--- config.mk ---
export PLATFORM = sky130hd
export DESIGN_NAME = direct_nm_ring_node_unit_flat
export DESIGN_NICKNAME = d
export VERILOG_FILES = /design/src/hdl/dnmrn_pkg.sv /design/src/hdl/dnmrn_if.sv /design/src/hdl/dnmrn_cell.sv /design/src/hdl/direct_nm_ring_node_unit.sv /design/src/flat_wrapper.sv
export SDC_FILE = /design/constraint.sdc
export NUM_CORES = 1
export LEC_CHECK = 0
export ABC_AREA = 1
export CAP_MARGIN = 20
export CORE_ASPECT_RATIO = 1.5
export CORE_MARGIN = 3
export CORE_UTILIZATION = 51
export CTS_CLUSTER_DIAMETER = 60
export CTS_CLUSTER_SIZE = 28
export DETAILED_ROUTE_END_ITERATION = 7
export DONT_BUFFER_PORTS = 1
export PLACE_DENSITY = 0.66
export SLEW_MARGIN = 20
export SYNTH_ARGS = -nofsm -noshare
export SYNTH_HDL_FRONTEND = slang
export SYNTH_SLANG_ARGS = --single-unit
export TNS_END_PERCENT = 30
--- constraint.sdc ---
create_clock -name clk -period 3.8 [get_ports clk]
set_input_delay 0.38 -clock clk [delete_from_list [all_inputs] [get_ports clk]]
set_output_delay 0.38 -clock clk [all_outputs]
set_load 0.03 [all_outputs]
--- src/hdl/dnmrn_pkg.sv ---
// Shared constants and types of the direct NM ring node.
`timescale 1ns / 1ps

package dnmrn_pkg;

    localparam int NODE_SLOTS_DEF = 32;

    localparam int ID_W = 8;
    localparam int CFG_INDEX_W = 3;
    localparam int CFG_DATA_W = 8;
    localparam int MAX_FRAMES = 3;

    // Input function codes.
    localparam logic [1:0] FUNC_TICK  = 2'd0;
    localparam logic [1:0] FUNC_MSG   = 2'd1;
    localparam logic [1:0] FUNC_START = 2'd2;
    localparam logic [1:0] FUNC_SPARE = 2'd3;

    // Opcode bits and message types.
    localparam logic [7:0] OPC_ALIVE      = 8'h01;
    localparam logic [7:0] OPC_RING       = 8'h02;
    localparam logic [7:0] OPC_LIMP_HOME  = 8'h04;
    localparam logic [7:0] OPC_SLEEP_IND  = 8'h10;
    localparam logic [7:0] OPC_SLEEP_ACK  = 8'h20;
    localparam logic [7:0] MSGTYPE_MASK   = 8'h07;

    // Configuration register indexes.
    localparam logic [CFG_INDEX_W-1:0] REG_OWN_ADDRESS   = 3'd0;
    localparam logic [CFG_INDEX_W-1:0] REG_TYPICAL_TICKS = 3'd1;
    localparam logic [CFG_INDEX_W-1:0] REG_MAX_TICKS     = 3'd2;
    localparam logic [CFG_INDEX_W-1:0] REG_ID_MIN        = 3'd3;
    localparam logic [CFG_INDEX_W-1:0] REG_ID_MAX        = 3'd4;

    // Signals handed from one list cell to the next.
    typedef struct packed {
        logic            tok;
        logic            found;
        logic            valid;
        logic            keep;
        logic [ID_W-1:0] entry;
    } link_t;

endpackage

--- src/hdl/dnmrn_if.sv ---
// Handshake channel interfaces for the input events and the results.
`timescale 1ns / 1ps

interface dnmrn_in_if;
    logic       valid;
    logic       ready;
    logic [1:0] func;
    logic [7:0] src_id;
    logic [7:0] dest_id;
    logic [7:0] opcode;

    modport source (output valid, func, src_id, dest_id, opcode, input ready);
    modport sink (input valid, func, src_id, dest_id, opcode, output ready);
endinterface

interface dnmrn_out_if;
    logic       valid;
    logic       ready;
    logic       has_frame;
    logic [7:0] frame_dest;
    logic [7:0] frame_opcode;
    logic       last;
    logic       ring_is_stable;
    logic       sleep_indicated;
    logic       prepare_sleep;

    modport source (output valid, has_frame, frame_dest, frame_opcode, last,
                    ring_is_stable, sleep_indicated, prepare_sleep, input ready);
    modport sink (input valid, has_frame, frame_dest, frame_opcode, last,
                  ring_is_stable, sleep_indicated, prepare_sleep, output ready);
endinterface

--- src/hdl/dnmrn_cell.sv ---
// One slot of the sorted node list with its share of the presence scan.
`timescale 1ns / 1ps

module dnmrn_cell
(
    input  logic                     clk,
    input  logic                     rst_n,
    input  logic                     ins,
    input  logic [dnmrn_pkg::ID_W-1:0] id,
    input  dnmrn_pkg::link_t         prev,
    output dnmrn_pkg::link_t         nxt
);

    logic [dnmrn_pkg::ID_W-1:0] entry_reg;
    logic                       valid_reg;
    logic                       tok_reg;
    logic                       found_reg;
    logic                       match;
    logic                       keep;

    assign match = valid_reg && (entry_reg == id);
    assign keep  = valid_reg && (entry_reg < id);

    always_ff @(posedge clk or negedge rst_n)
    begin
        if (!rst_n)
        begin
            valid_reg <= 1'b0;
            tok_reg   <= 1'b0;
            found_reg <= 1'b0;
        end
        else
        begin
            tok_reg   <= prev.tok;
            found_reg <= prev.found | match;
            if (ins)
            begin
                valid_reg <= valid_reg | prev.valid;
            end
        end
    end

    // Entries at or above the new id move one slot up.
    always_ff @(posedge clk)
    begin
        if (ins && !keep)
        begin
            entry_reg <= prev.keep ? id : prev.entry;
        end
    end

    assign nxt.tok   = tok_reg;
    assign nxt.found = found_reg;
    assign nxt.valid = valid_reg;
    assign nxt.keep  = keep;
    assign nxt.entry = entry_reg;

endmodule

--- src/hdl/direct_nm_ring_node_unit.sv ---
// Top level of the direct NM ring node: event sequencer, timers and list chain.
`timescale 1ns / 1ps

// One node of a direct network-management logical ring. Each input transfer is
// a tick, a received NM message, a start request or the spare code; it yields
// one to three result transfers, the frames to send in order or a single
// status-only result, each carrying the ring-stable, sleep and pre-sleep flags
// after the event. The node id list is a chain of NODE_SLOTS cells; whenever an
// event inserts an id, a presence token walks the chain one cell per cycle and
// the insert is made in the cycle it leaves the last cell. An event that inserts
// an id thus lasts at least as long as the chain walk; receiver stalls lengthen
// every event. A new event is taken only once all results of the previous one
// are delivered and its insert is complete.
module direct_nm_ring_node_unit
#(
    parameter int NODE_SLOTS = dnmrn_pkg::NODE_SLOTS_DEF
)
(
    input  logic                              clk,
    input  logic                              rst_n,
    input  logic                              cfg_we,
    input  logic [dnmrn_pkg::CFG_INDEX_W-1:0] cfg_index,
    input  logic [dnmrn_pkg::CFG_DATA_W-1:0]  cfg_data,
    dnmrn_in_if.sink                          in_ch,
    dnmrn_out_if.source                       out_ch
);

    localparam int CNT_W = $clog2(NODE_SLOTS + 1);
    localparam logic [CNT_W-1:0] SLOTS_C = CNT_W'(NODE_SLOTS);

    typedef enum logic {ST_IDLE, ST_BUSY} state_t;

    state_t state_reg;

    // Configuration registers.
    logic [7:0] own_reg, tt_reg, mt_reg, mins_reg, maxs_reg;

    // Ring state.
    logic [7:0] pred_reg, succ_reg, tc_reg, mc_reg;
    logic       st_reg, sl_reg, ap_reg, ta_reg, ma_reg, ps_reg;
    logic [CNT_W-1:0] count_reg;
    logic [7:0] first_reg, last_reg;

    // Result buffer of the event in progress.
    logic [7:0] fd_reg [dnmrn_pkg::MAX_FRAMES];
    logic [7:0] fo_reg [dnmrn_pkg::MAX_FRAMES];
    logic [1:0] nfr_reg;
    logic [1:0] k_reg;
    logic       out_done_reg;

    // List scan control.
    logic       scan_start_reg;
    logic       scan_busy_reg;
    logic [7:0] ins_id_reg;

    // Combinational outcome of one event.
    logic [7:0] pred_next, succ_next, tc_next, mc_next;
    logic       st_next, sl_next, ap_next, ta_next, ma_next, ps_next;
    logic [7:0] fd_next [dnmrn_pkg::MAX_FRAMES];
    logic [7:0] fo_next [dnmrn_pkg::MAX_FRAMES];
    logic [1:0] nfr_next;
    logic       ins_req_next;
    logic [7:0] ins_id_next;

    dnmrn_pkg::link_t links [NODE_SLOTS+1];
    logic ins_pulse;
    logic in_fire, out_fire;
    logic [1:0] nres;

    assign in_fire  = in_ch.valid && in_ch.ready;
    assign out_fire = out_ch.valid && out_ch.ready;

    // The event step. Ring reset is flagged where it occurs and applied after the case;
    // its list insert of the own id is always the last thing an event does.
    always_comb
    begin
        logic [7:0] src, dst, op, me;
        logic       ring_rst;
        src = in_ch.src_id;
        dst = in_ch.dest_id;
        op  = in_ch.opcode;
        me  = own_reg;
        ring_rst = 1'b0;

        pred_next = pred_reg;
        succ_next = succ_reg;
        tc_next   = tc_reg;
        mc_next   = mc_reg;
        st_next   = st_reg;
        sl_next   = sl_reg;
        ap_next   = ap_reg;
        ta_next   = ta_reg;
        ma_next   = ma_reg;
        ps_next   = ps_reg;
        nfr_next  = 2'd0;
        ins_req_next = 1'b0;
        ins_id_next  = src;
        for (int i = 0; i < dnmrn_pkg::MAX_FRAMES; i++)
        begin
            fd_next[i] = 8'd0;
            fo_next[i] = 8'd0;
        end

        unique case (in_ch.func)
            dnmrn_pkg::FUNC_TICK:
            begin
                if (ap_reg)
                begin
                    fd_next[0] = me;
                    fo_next[0] = dnmrn_pkg::OPC_ALIVE;
                    nfr_next   = 2'd1;
                end
                else
                begin
                    if (ta_reg)
                    begin
                        tc_next = tc_reg + 8'd1;
                        if (tc_next == tt_reg)
                        begin
                            ta_next = 1'b0;
                            tc_next = 8'd0;
                            if (!st_reg)
                            begin
                                if (count_reg != '0)
                                begin
                                    if (pred_reg == mins_reg) pred_next = last_reg;
                                    if (succ_reg == maxs_reg) succ_next = first_reg;
                                end
                                st_next = 1'b1;
                                if (count_reg != '0 && first_reg == me)
                                begin
                                    fd_next[0] = succ_next;
                                    fo_next[0] = dnmrn_pkg::OPC_RING;
                                    nfr_next   = 2'd1;
                                end
                            end
                            fd_next[nfr_next] = pred_next;
                            fo_next[nfr_next] = sl_reg ?
                                (dnmrn_pkg::OPC_RING | dnmrn_pkg::OPC_SLEEP_IND) :
                                dnmrn_pkg::OPC_RING;
                            nfr_next = nfr_next + 2'd1;
                            ma_next  = 1'b1;
                            mc_next  = 8'd0;
                        end
                    end
                    if (ma_next)
                    begin
                        mc_next = mc_next + 8'd1;
                        if (mc_next == mt_reg)
                        begin
                            ma_next  = 1'b0;
                            mc_next  = 8'd0;
                            ring_rst = 1'b1;
                        end
                    end
                end
            end
            dnmrn_pkg::FUNC_MSG:
            begin
                ap_next = 1'b0;
                ta_next = 1'b0;
                tc_next = 8'd0;
                ma_next = 1'b0;
                mc_next = 8'd0;
                if ((op & dnmrn_pkg::MSGTYPE_MASK) == dnmrn_pkg::OPC_ALIVE)
                begin
                    if (dst > pred_reg && dst < me) pred_next = src;
                    if (src > me && src < succ_reg) succ_next = src;
                    ins_req_next = 1'b1;
                    ins_id_next  = src;
                    st_next      = 1'b0;
                end
                else if ((op & dnmrn_pkg::MSGTYPE_MASK) == dnmrn_pkg::OPC_RING)
                begin
                    if ((dst > me && src < me) || (dst < src && src < me) ||
                        (dst < src && dst > me))
                    begin
                        ring_rst = 1'b1;
                    end
                    else if (dst == me)
                    begin
                        pred_next = src;
                        if ((op & dnmrn_pkg::OPC_SLEEP_IND) != 8'd0)
                        begin
                            sl_next = 1'b1;
                            ps_next = 1'b1;
                        end
                        ta_next = 1'b1;
                        tc_next = 8'd0;
                    end
                    else
                    begin
                        ma_next = 1'b1;
                        mc_next = 8'd0;
                    end
                end
            end
            dnmrn_pkg::FUNC_START:
            begin
                ps_next  = 1'b0;
                ring_rst = 1'b1;
            end
            default:
            begin
                ring_rst = 1'b0;
            end
        endcase

        if (ring_rst)
        begin
            st_next   = 1'b0;
            sl_next   = 1'b0;
            ap_next   = 1'b1;
            succ_next = maxs_reg;
            pred_next = mins_reg;
            fd_next[nfr_next] = me;
            fo_next[nfr_next] = dnmrn_pkg::OPC_ALIVE;
            nfr_next  = nfr_next + 2'd1;
            ta_next   = 1'b1;
            tc_next   = 8'd0;
            ins_req_next = 1'b1;
            ins_id_next  = me;
        end
    end

    // The node list chain.
    assign links[0].tok   = scan_start_reg;
    assign links[0].found = 1'b0;
    assign links[0].valid = 1'b1;
    assign links[0].keep  = 1'b1;
    assign links[0].entry = ins_id_reg;

    assign ins_pulse = links[NODE_SLOTS].tok && !links[NODE_SLOTS].found;

    for (genvar g = 0; g < NODE_SLOTS; g++)
    begin : g_cell
        dnmrn_cell u_cell
        (
            .clk   (clk),
            .rst_n (rst_n),
            .ins   (ins_pulse),
            .id    (ins_id_reg),
            .prev  (links[g]),
            .nxt   (links[g+1])
        );
    end

    // Sequencer, configuration and state registers.
    always_ff @(posedge clk or negedge rst_n)
    begin
        if (!rst_n)
        begin
            state_reg      <= ST_IDLE;
            own_reg        <= 8'd1;
            tt_reg         <= 8'd10;
            mt_reg         <= 8'd26;
            mins_reg       <= 8'd0;
            maxs_reg       <= 8'd255;
            pred_reg       <= 8'd0;
            succ_reg       <= 8'd255;
            tc_reg         <= 8'd0;
            mc_reg         <= 8'd0;
            st_reg         <= 1'b0;
            sl_reg         <= 1'b0;
            ap_reg         <= 1'b1;
            ta_reg         <= 1'b0;
            ma_reg         <= 1'b0;
            ps_reg         <= 1'b0;
            count_reg      <= '0;
            nfr_reg        <= 2'd0;
            k_reg          <= 2'd0;
            out_done_reg   <= 1'b1;
            scan_start_reg <= 1'b0;
            scan_busy_reg  <= 1'b0;
        end
        else
        begin
            if (cfg_we)
            begin
                unique case (cfg_index)
                    dnmrn_pkg::REG_OWN_ADDRESS:   own_reg  <= cfg_data;
                    dnmrn_pkg::REG_TYPICAL_TICKS: tt_reg   <= cfg_data;
                    dnmrn_pkg::REG_MAX_TICKS:     mt_reg   <= cfg_data;
                    dnmrn_pkg::REG_ID_MIN:        mins_reg <= cfg_data;
                    dnmrn_pkg::REG_ID_MAX:        maxs_reg <= cfg_data;
                    default:                      own_reg  <= own_reg;
                endcase
            end

            scan_start_reg <= 1'b0;

            unique case (state_reg)
                ST_IDLE:
                begin
                    if (in_fire)
                    begin
                        pred_reg     <= pred_next;
                        succ_reg     <= succ_next;
                        tc_reg       <= tc_next;
                        mc_reg       <= mc_next;
                        st_reg       <= st_next;
                        sl_reg       <= sl_next;
                        ap_reg       <= ap_next;
                        ta_reg       <= ta_next;
                        ma_reg       <= ma_next;
                        ps_reg       <= ps_next;
                        nfr_reg      <= nfr_next;
                        k_reg        <= 2'd0;
                        out_done_reg <= 1'b0;
                        // An insert into a full list is dropped without a scan.
                        if (ins_req_next && count_reg < SLOTS_C)
                        begin
                            scan_start_reg <= 1'b1;
                            scan_busy_reg  <= 1'b1;
                        end
                        state_reg <= ST_BUSY;
                    end
                end
                ST_BUSY:
                begin
                    if (out_fire)
                    begin
                        if (out_ch.last)
                        begin
                            out_done_reg <= 1'b1;
                        end
                        else
                        begin
                            k_reg <= k_reg + 2'd1;
                        end
                    end
                    if (links[NODE_SLOTS].tok)
                    begin
                        scan_busy_reg <= 1'b0;
                    end
                    if (ins_pulse)
                    begin
                        count_reg <= count_reg + CNT_W'(1);
                    end
                    if ((out_done_reg || (out_fire && out_ch.last)) &&
                        (!scan_busy_reg || links[NODE_SLOTS].tok))
                    begin
                        state_reg <= ST_IDLE;
                    end
                end
                default:
                begin
                    state_reg <= ST_IDLE;
                end
            endcase
        end
    end

    // Payload registers without reset.
    always_ff @(posedge clk)
    begin
        if (in_fire)
        begin
            ins_id_reg <= ins_id_next;
            for (int i = 0; i < dnmrn_pkg::MAX_FRAMES; i++)
            begin
                fd_reg[i] <= fd_next[i];
                fo_reg[i] <= fo_next[i];
            end
        end
        // The smallest and largest ids give the list's first and last entries.
        if (ins_pulse)
        begin
            if (count_reg == '0)
            begin
                first_reg <= ins_id_reg;
                last_reg  <= ins_id_reg;
            end
            else
            begin
                if (ins_id_reg < first_reg) first_reg <= ins_id_reg;
                if (ins_id_reg > last_reg)  last_reg  <= ins_id_reg;
            end
        end
    end

    assign nres = (nfr_reg == 2'd0) ? 2'd1 : nfr_reg;

    assign in_ch.ready            = (state_reg == ST_IDLE);
    assign out_ch.valid           = (state_reg == ST_BUSY) && !out_done_reg;
    assign out_ch.has_frame       = (k_reg < nfr_reg);
    assign out_ch.frame_dest      = (k_reg < nfr_reg) ? fd_reg[k_reg] : 8'd0;
    assign out_ch.frame_opcode    = (k_reg < nfr_reg) ? fo_reg[k_reg] : 8'd0;
    assign out_ch.last            = (k_reg == nres - 2'd1);
    assign out_ch.ring_is_stable  = st_reg;
    assign out_ch.sleep_indicated = sl_reg;
    assign out_ch.prepare_sleep   = ps_reg;

    // A new event is never taken while an insert is still walking the chain.
    a_no_accept_in_scan: assert property (@(posedge clk) disable iff (!rst_n)
        in_ch.ready |-> !scan_busy_reg)
        else $error("input taken while list scan busy");

    // The list never holds more ids than it has slots.
    a_count_bound: assert property (@(posedge clk) disable iff (!rst_n)
        count_reg <= SLOTS_C)
        else $error("node count above slot count");

    // An insert only happens while a scan is running.
    a_insert_in_scan: assert property (@(posedge clk) disable iff (!rst_n)
        ins_pulse |-> scan_busy_reg)
        else $error("list insert outside a scan");

endmodule

--- src/flat_wrapper.sv ---
// flat-port wrapper written by rule: the top's interface ports become plain ports
module direct_nm_ring_node_unit_flat 
#(
    parameter int NODE_SLOTS = dnmrn_pkg::NODE_SLOTS_DEF
)
  (clk, rst_n, cfg_we, cfg_index, cfg_data, in_ch_valid, in_ch_func, in_ch_src_id, in_ch_dest_id, in_ch_opcode, in_ch_ready, out_ch_valid, out_ch_has_frame, out_ch_frame_dest, out_ch_frame_opcode, out_ch_last, out_ch_ring_is_stable, out_ch_sleep_indicated, out_ch_prepare_sleep, out_ch_ready);
  dnmrn_in_if in_ch_i ();
  dnmrn_out_if out_ch_i ();
  input  logic clk;
  input  logic rst_n;
  input  logic cfg_we;
  input  logic [dnmrn_pkg::CFG_INDEX_W-1:0] cfg_index;
  input  logic [dnmrn_pkg::CFG_DATA_W-1:0] cfg_data;
  input wire logic [$bits(in_ch_i.valid)-1:0] in_ch_valid;
  input wire logic [$bits(in_ch_i.func)-1:0] in_ch_func;
  input wire logic [$bits(in_ch_i.src_id)-1:0] in_ch_src_id;
  input wire logic [$bits(in_ch_i.dest_id)-1:0] in_ch_dest_id;
  input wire logic [$bits(in_ch_i.opcode)-1:0] in_ch_opcode;
  output wire logic [$bits(in_ch_i.ready)-1:0] in_ch_ready;
  output wire logic [$bits(out_ch_i.valid)-1:0] out_ch_valid;
  output wire logic [$bits(out_ch_i.has_frame)-1:0] out_ch_has_frame;
  output wire logic [$bits(out_ch_i.frame_dest)-1:0] out_ch_frame_dest;
  output wire logic [$bits(out_ch_i.frame_opcode)-1:0] out_ch_frame_opcode;
  output wire logic [$bits(out_ch_i.last)-1:0] out_ch_last;
  output wire logic [$bits(out_ch_i.ring_is_stable)-1:0] out_ch_ring_is_stable;
  output wire logic [$bits(out_ch_i.sleep_indicated)-1:0] out_ch_sleep_indicated;
  output wire logic [$bits(out_ch_i.prepare_sleep)-1:0] out_ch_prepare_sleep;
  input wire logic [$bits(out_ch_i.ready)-1:0] out_ch_ready;
  assign in_ch_i.valid = in_ch_valid;
  assign in_ch_i.func = in_ch_func;
  assign in_ch_i.src_id = in_ch_src_id;
  assign in_ch_i.dest_id = in_ch_dest_id;
  assign in_ch_i.opcode = in_ch_opcode;
  assign in_ch_ready = in_ch_i.ready;
  assign out_ch_valid = out_ch_i.valid;
  assign out_ch_has_frame = out_ch_i.has_frame;
  assign out_ch_frame_dest = out_ch_i.frame_dest;
  assign out_ch_frame_opcode = out_ch_i.frame_opcode;
  assign out_ch_last = out_ch_i.last;
  assign out_ch_ring_is_stable = out_ch_i.ring_is_stable;
  assign out_ch_sleep_indicated = out_ch_i.sleep_indicated;
  assign out_ch_prepare_sleep = out_ch_i.prepare_sleep;
  assign out_ch_i.ready = out_ch_ready;
  direct_nm_ring_node_unit #(.NODE_SLOTS(NODE_SLOTS)) u_core (.clk(clk), .rst_n(rst_n), .cfg_we(cfg_we), .cfg_index(cfg_index), .cfg_data(cfg_data), .in_ch(in_ch_i), .out_ch(out_ch_i));
endmodule
==> metrics.txt <==
status=finished with violations; failing checks=hold timing; total of max-cap violations=0; initial DRC count=1,280; LEAKAGE=13.7 nW; synthesized netlist cell count=2,943; area grow syn2layout=8.73%; Placed Cells=3,639; mean post-synth cell area=9.50 um2; Fmax=0.278 GHz; final worst path period share=94.5%; synth warn=0; number of distinct library cells after synthesis=56; global-route usage over all layers=24.3%; Post-Syn Area=28,000 um2; slew margin rel.=35.2%; Final Setup Violations=0; GPL Wtd Cong=0.928; total grt overflow=0; final WL=70,200 um; #FFs+latches synth=499; sequential share of the synthesized area=50.3%; iteration count of the initial detailed-routing pass=5; Tot Pwr=14.2 mW; # diodes=0; die footprint=57,800 um2; Primary FF master, synth=edfxtp_1; CTS buffer count=31; Max Buffers Root-to-Sink=3; Die Wd=197 um; Tmin final=3.59 ns; nature of the critical path startpoint=flop; worst r2r src=u_core.tc_reg[0]; DR WL/cell=19.0 um; Routed Antenna Nets=0; final hold viol count=188; Worst-Margin Slew=0.966 ns; Post-synth EDFFs=311; max reg flops=256; worst hold slack=-0.544 ns; first-pass GRT wire length=112,000 um; largest net degree at the start of global routing=189; total number of vias=21.2k; Setup crit start=u_core.tc_reg[0]; clock skew=0.0209 ns; Max Slew Vio Count=0; worst skew pair latency=0.61 ns; Worst setup EP type=flop; Avg Vias per Cell=5.72; Pwr per Cell Area=466 nW/um2; CTS root buffer=clkbuf_16; Initial Util=51.8%; Placeable Area=54,000 um2; DIE HEIGHT=293 um; fin cells=3,703; worst hold path type=primary input to asynchronous set/reset pin; critical path class=flop to flop; # hold bufs at CTS=2; # IOs=65; CTS tree=yes; H-tree depth=1; vias in the first global route=21.6k; CP arrival=4.11 ns; HPWL Detailed=51,800 um; Post-synth ARST share=37.7%; critical path required time=4.32 ns; Std-Cell Rows=104; input/output buffers=0; # DRC=0; worst vdd ir=0.651 mV; Layout Nets=3,349; initial antenna violation count=1; share of layout cells above drive strength 1=7.73%; worst-path fanout max=24; Sink Count=499; Worst-path clk slew=0.09 ns
## logic make-up (layout without fill, tap and decap cells)
kind of cell / after synthesis / in the layout / share of synthesized area (%)
compound gates: 716 / 716 / 14.2
xor+xnor: 29 / 29 / 0.908
fa+ha+maj: 317 / 317 / 14.2
buf+inv: 411 / 478 / 5.75
flops: 499 / 499 / 50.3
mux: 1 / 1 / 0.0358
other cells: 1 / 5 / 0.0134
simple gates: 969 / 969 / 14.6
## layout make-up
| class | instances | area (um2) |
|---|---|---|
| clock inverter | 22 | 292 |
| fill | 4610 | 23600 |
| tap | 689 | 862 |
| timing repair buffer | 100 | 806 |
| clock buffer | 35 | 817 |
| multi-input combinational | 2037 | 12400 |
| inverter | 321 | 1210 |
| sequential | 499 | 14100 |
## report_power, final
group          internal [mW]  switching, mW  leakage (nW)  total (mW)
combinational           1.26           2.47          7.89        3.73
clock                   1.75           2.09         0.552        3.84
sequential              6.20          0.412          5.29        6.61
total                   9.21           4.97          13.7        14.2
## layout by cell type, fill, tap and decap left out, types with 16 or more instances in the layout
cell type,Yosys,routed
clkbuf_16,0,32
xor2_1,22,22
dfstp_2,24,24
inv_1,315,308
ha_1,317,317
dfrtp_1,164,163
a211oi_1,31,31
o21ai_0,432,431
nor2_1,91,88
nand3_1,99,99
nand2_1,685,685
a21oi_1,124,124
buf_4,6,93
edfxtp_1,311,311
nand2_2,16,16
o211ai_1,17,17
nand4_1,28,28
o21ai_1,26,27
## critical path, cell delays in order, from the launching register on
cell	delay, ns
dfrtp_1	0.39
ha_1	0.33
xnor2_1	0.17
nand2_1	0.07
nor2_1	0.12
nand3_1	0.13
nor2_4	0.16
nand3_4	0.11
nand2_1	0.09
inv_1	0.07
ha_1	0.32
xnor2_1	0.15
o21ai_0	0.10
a21oi_1	0.12
nand2_1	0.10
nor2_4	0.15
nand4_4	0.15
nand2_8	0.15
inv_2	0.05
buf_4	0.21
o21ai_0	0.11
nand3_1	0.08
a21oi_1	0.17
## layer usage
layer	track usage (%)	vias to the layer above	wire length (um)
li1	-	10300	-
met1	26.8	10200	26300
met2	47.0	484	38000
met3	2.67	160	2910
met4	9.73	2	3000
met5	0	-	13
## through the flow
stage                     utilization (%)  area [um2]  worst slack [ns]  TNS (ns)
after floorplan                         -       28000             0.358         0
after CTS                            56.2       30300             0.117         0
after global routing                 56.3       30400          -0.00326  -0.00326
after detailed placement             54.1       29200             0.157         0
after global placement               54.1       29200             0.186         0
final                                56.3       30400             0.208         0
## repair_timing
action | in CTS | in global routing
endpoints found under the hold margin | 190 | 188
setup endpoints to repair | 0 | 50
buffers inserted | 0 | 4
gates resized for setup | 0 | 6
## path summary, 6_finish.rpt
kind,end,depth (start not counted),slack [ns]
min in group clk,u_core.k_reg[0],4,0.04
worst min-delay path,u_core.g_cell[0].u_cell.valid_reg,0,-0.54
worst max register to register,u_core.out_ch.sleep_indicated,22,0.21
max in group asynchronous,u_core.mt_reg[3],0,3.98
worst min register to register,u_core.g_cell[14].u_cell.tok_reg,0,0.35
worst max-delay path,u_core.out_ch.sleep_indicated,22,0.21
## Yosys cell counts, drive strengths merged (9+ instances only)
| master | n | share of area (%) |
|---|---|---|
| ha | 317 | 14 |
| a21oi | 124 | 2.2 |
| buf | 15 | 0.43 |
| nor3 | 15 | 0.27 |
| clkbuf | 75 | 1.0 |
| o211ai | 17 | 0.46 |
| o21ai | 459 | 8.3 |
| nor2 | 103 | 1.6 |
| a31oi | 13 | 0.29 |
| o41ai | 15 | 0.47 |
| edfxtp | 311 | 33 |
| inv | 319 | 4.3 |
| nand2 | 703 | 9.6 |
| nand4 | 30 | 0.78 |
| dfstp | 24 | 2.3 |
| dfrtp | 164 | 15 |
| a41o | 9 | 0.32 |
| xor2 | 22 | 0.69 |
| nand3 | 102 | 1.9 |
| a211oi | 31 | 0.83 |
| o31ai | 10 | 0.27 |
| o22ai | 11 | 0.25 |
Power figures use the tool's default switching activity.
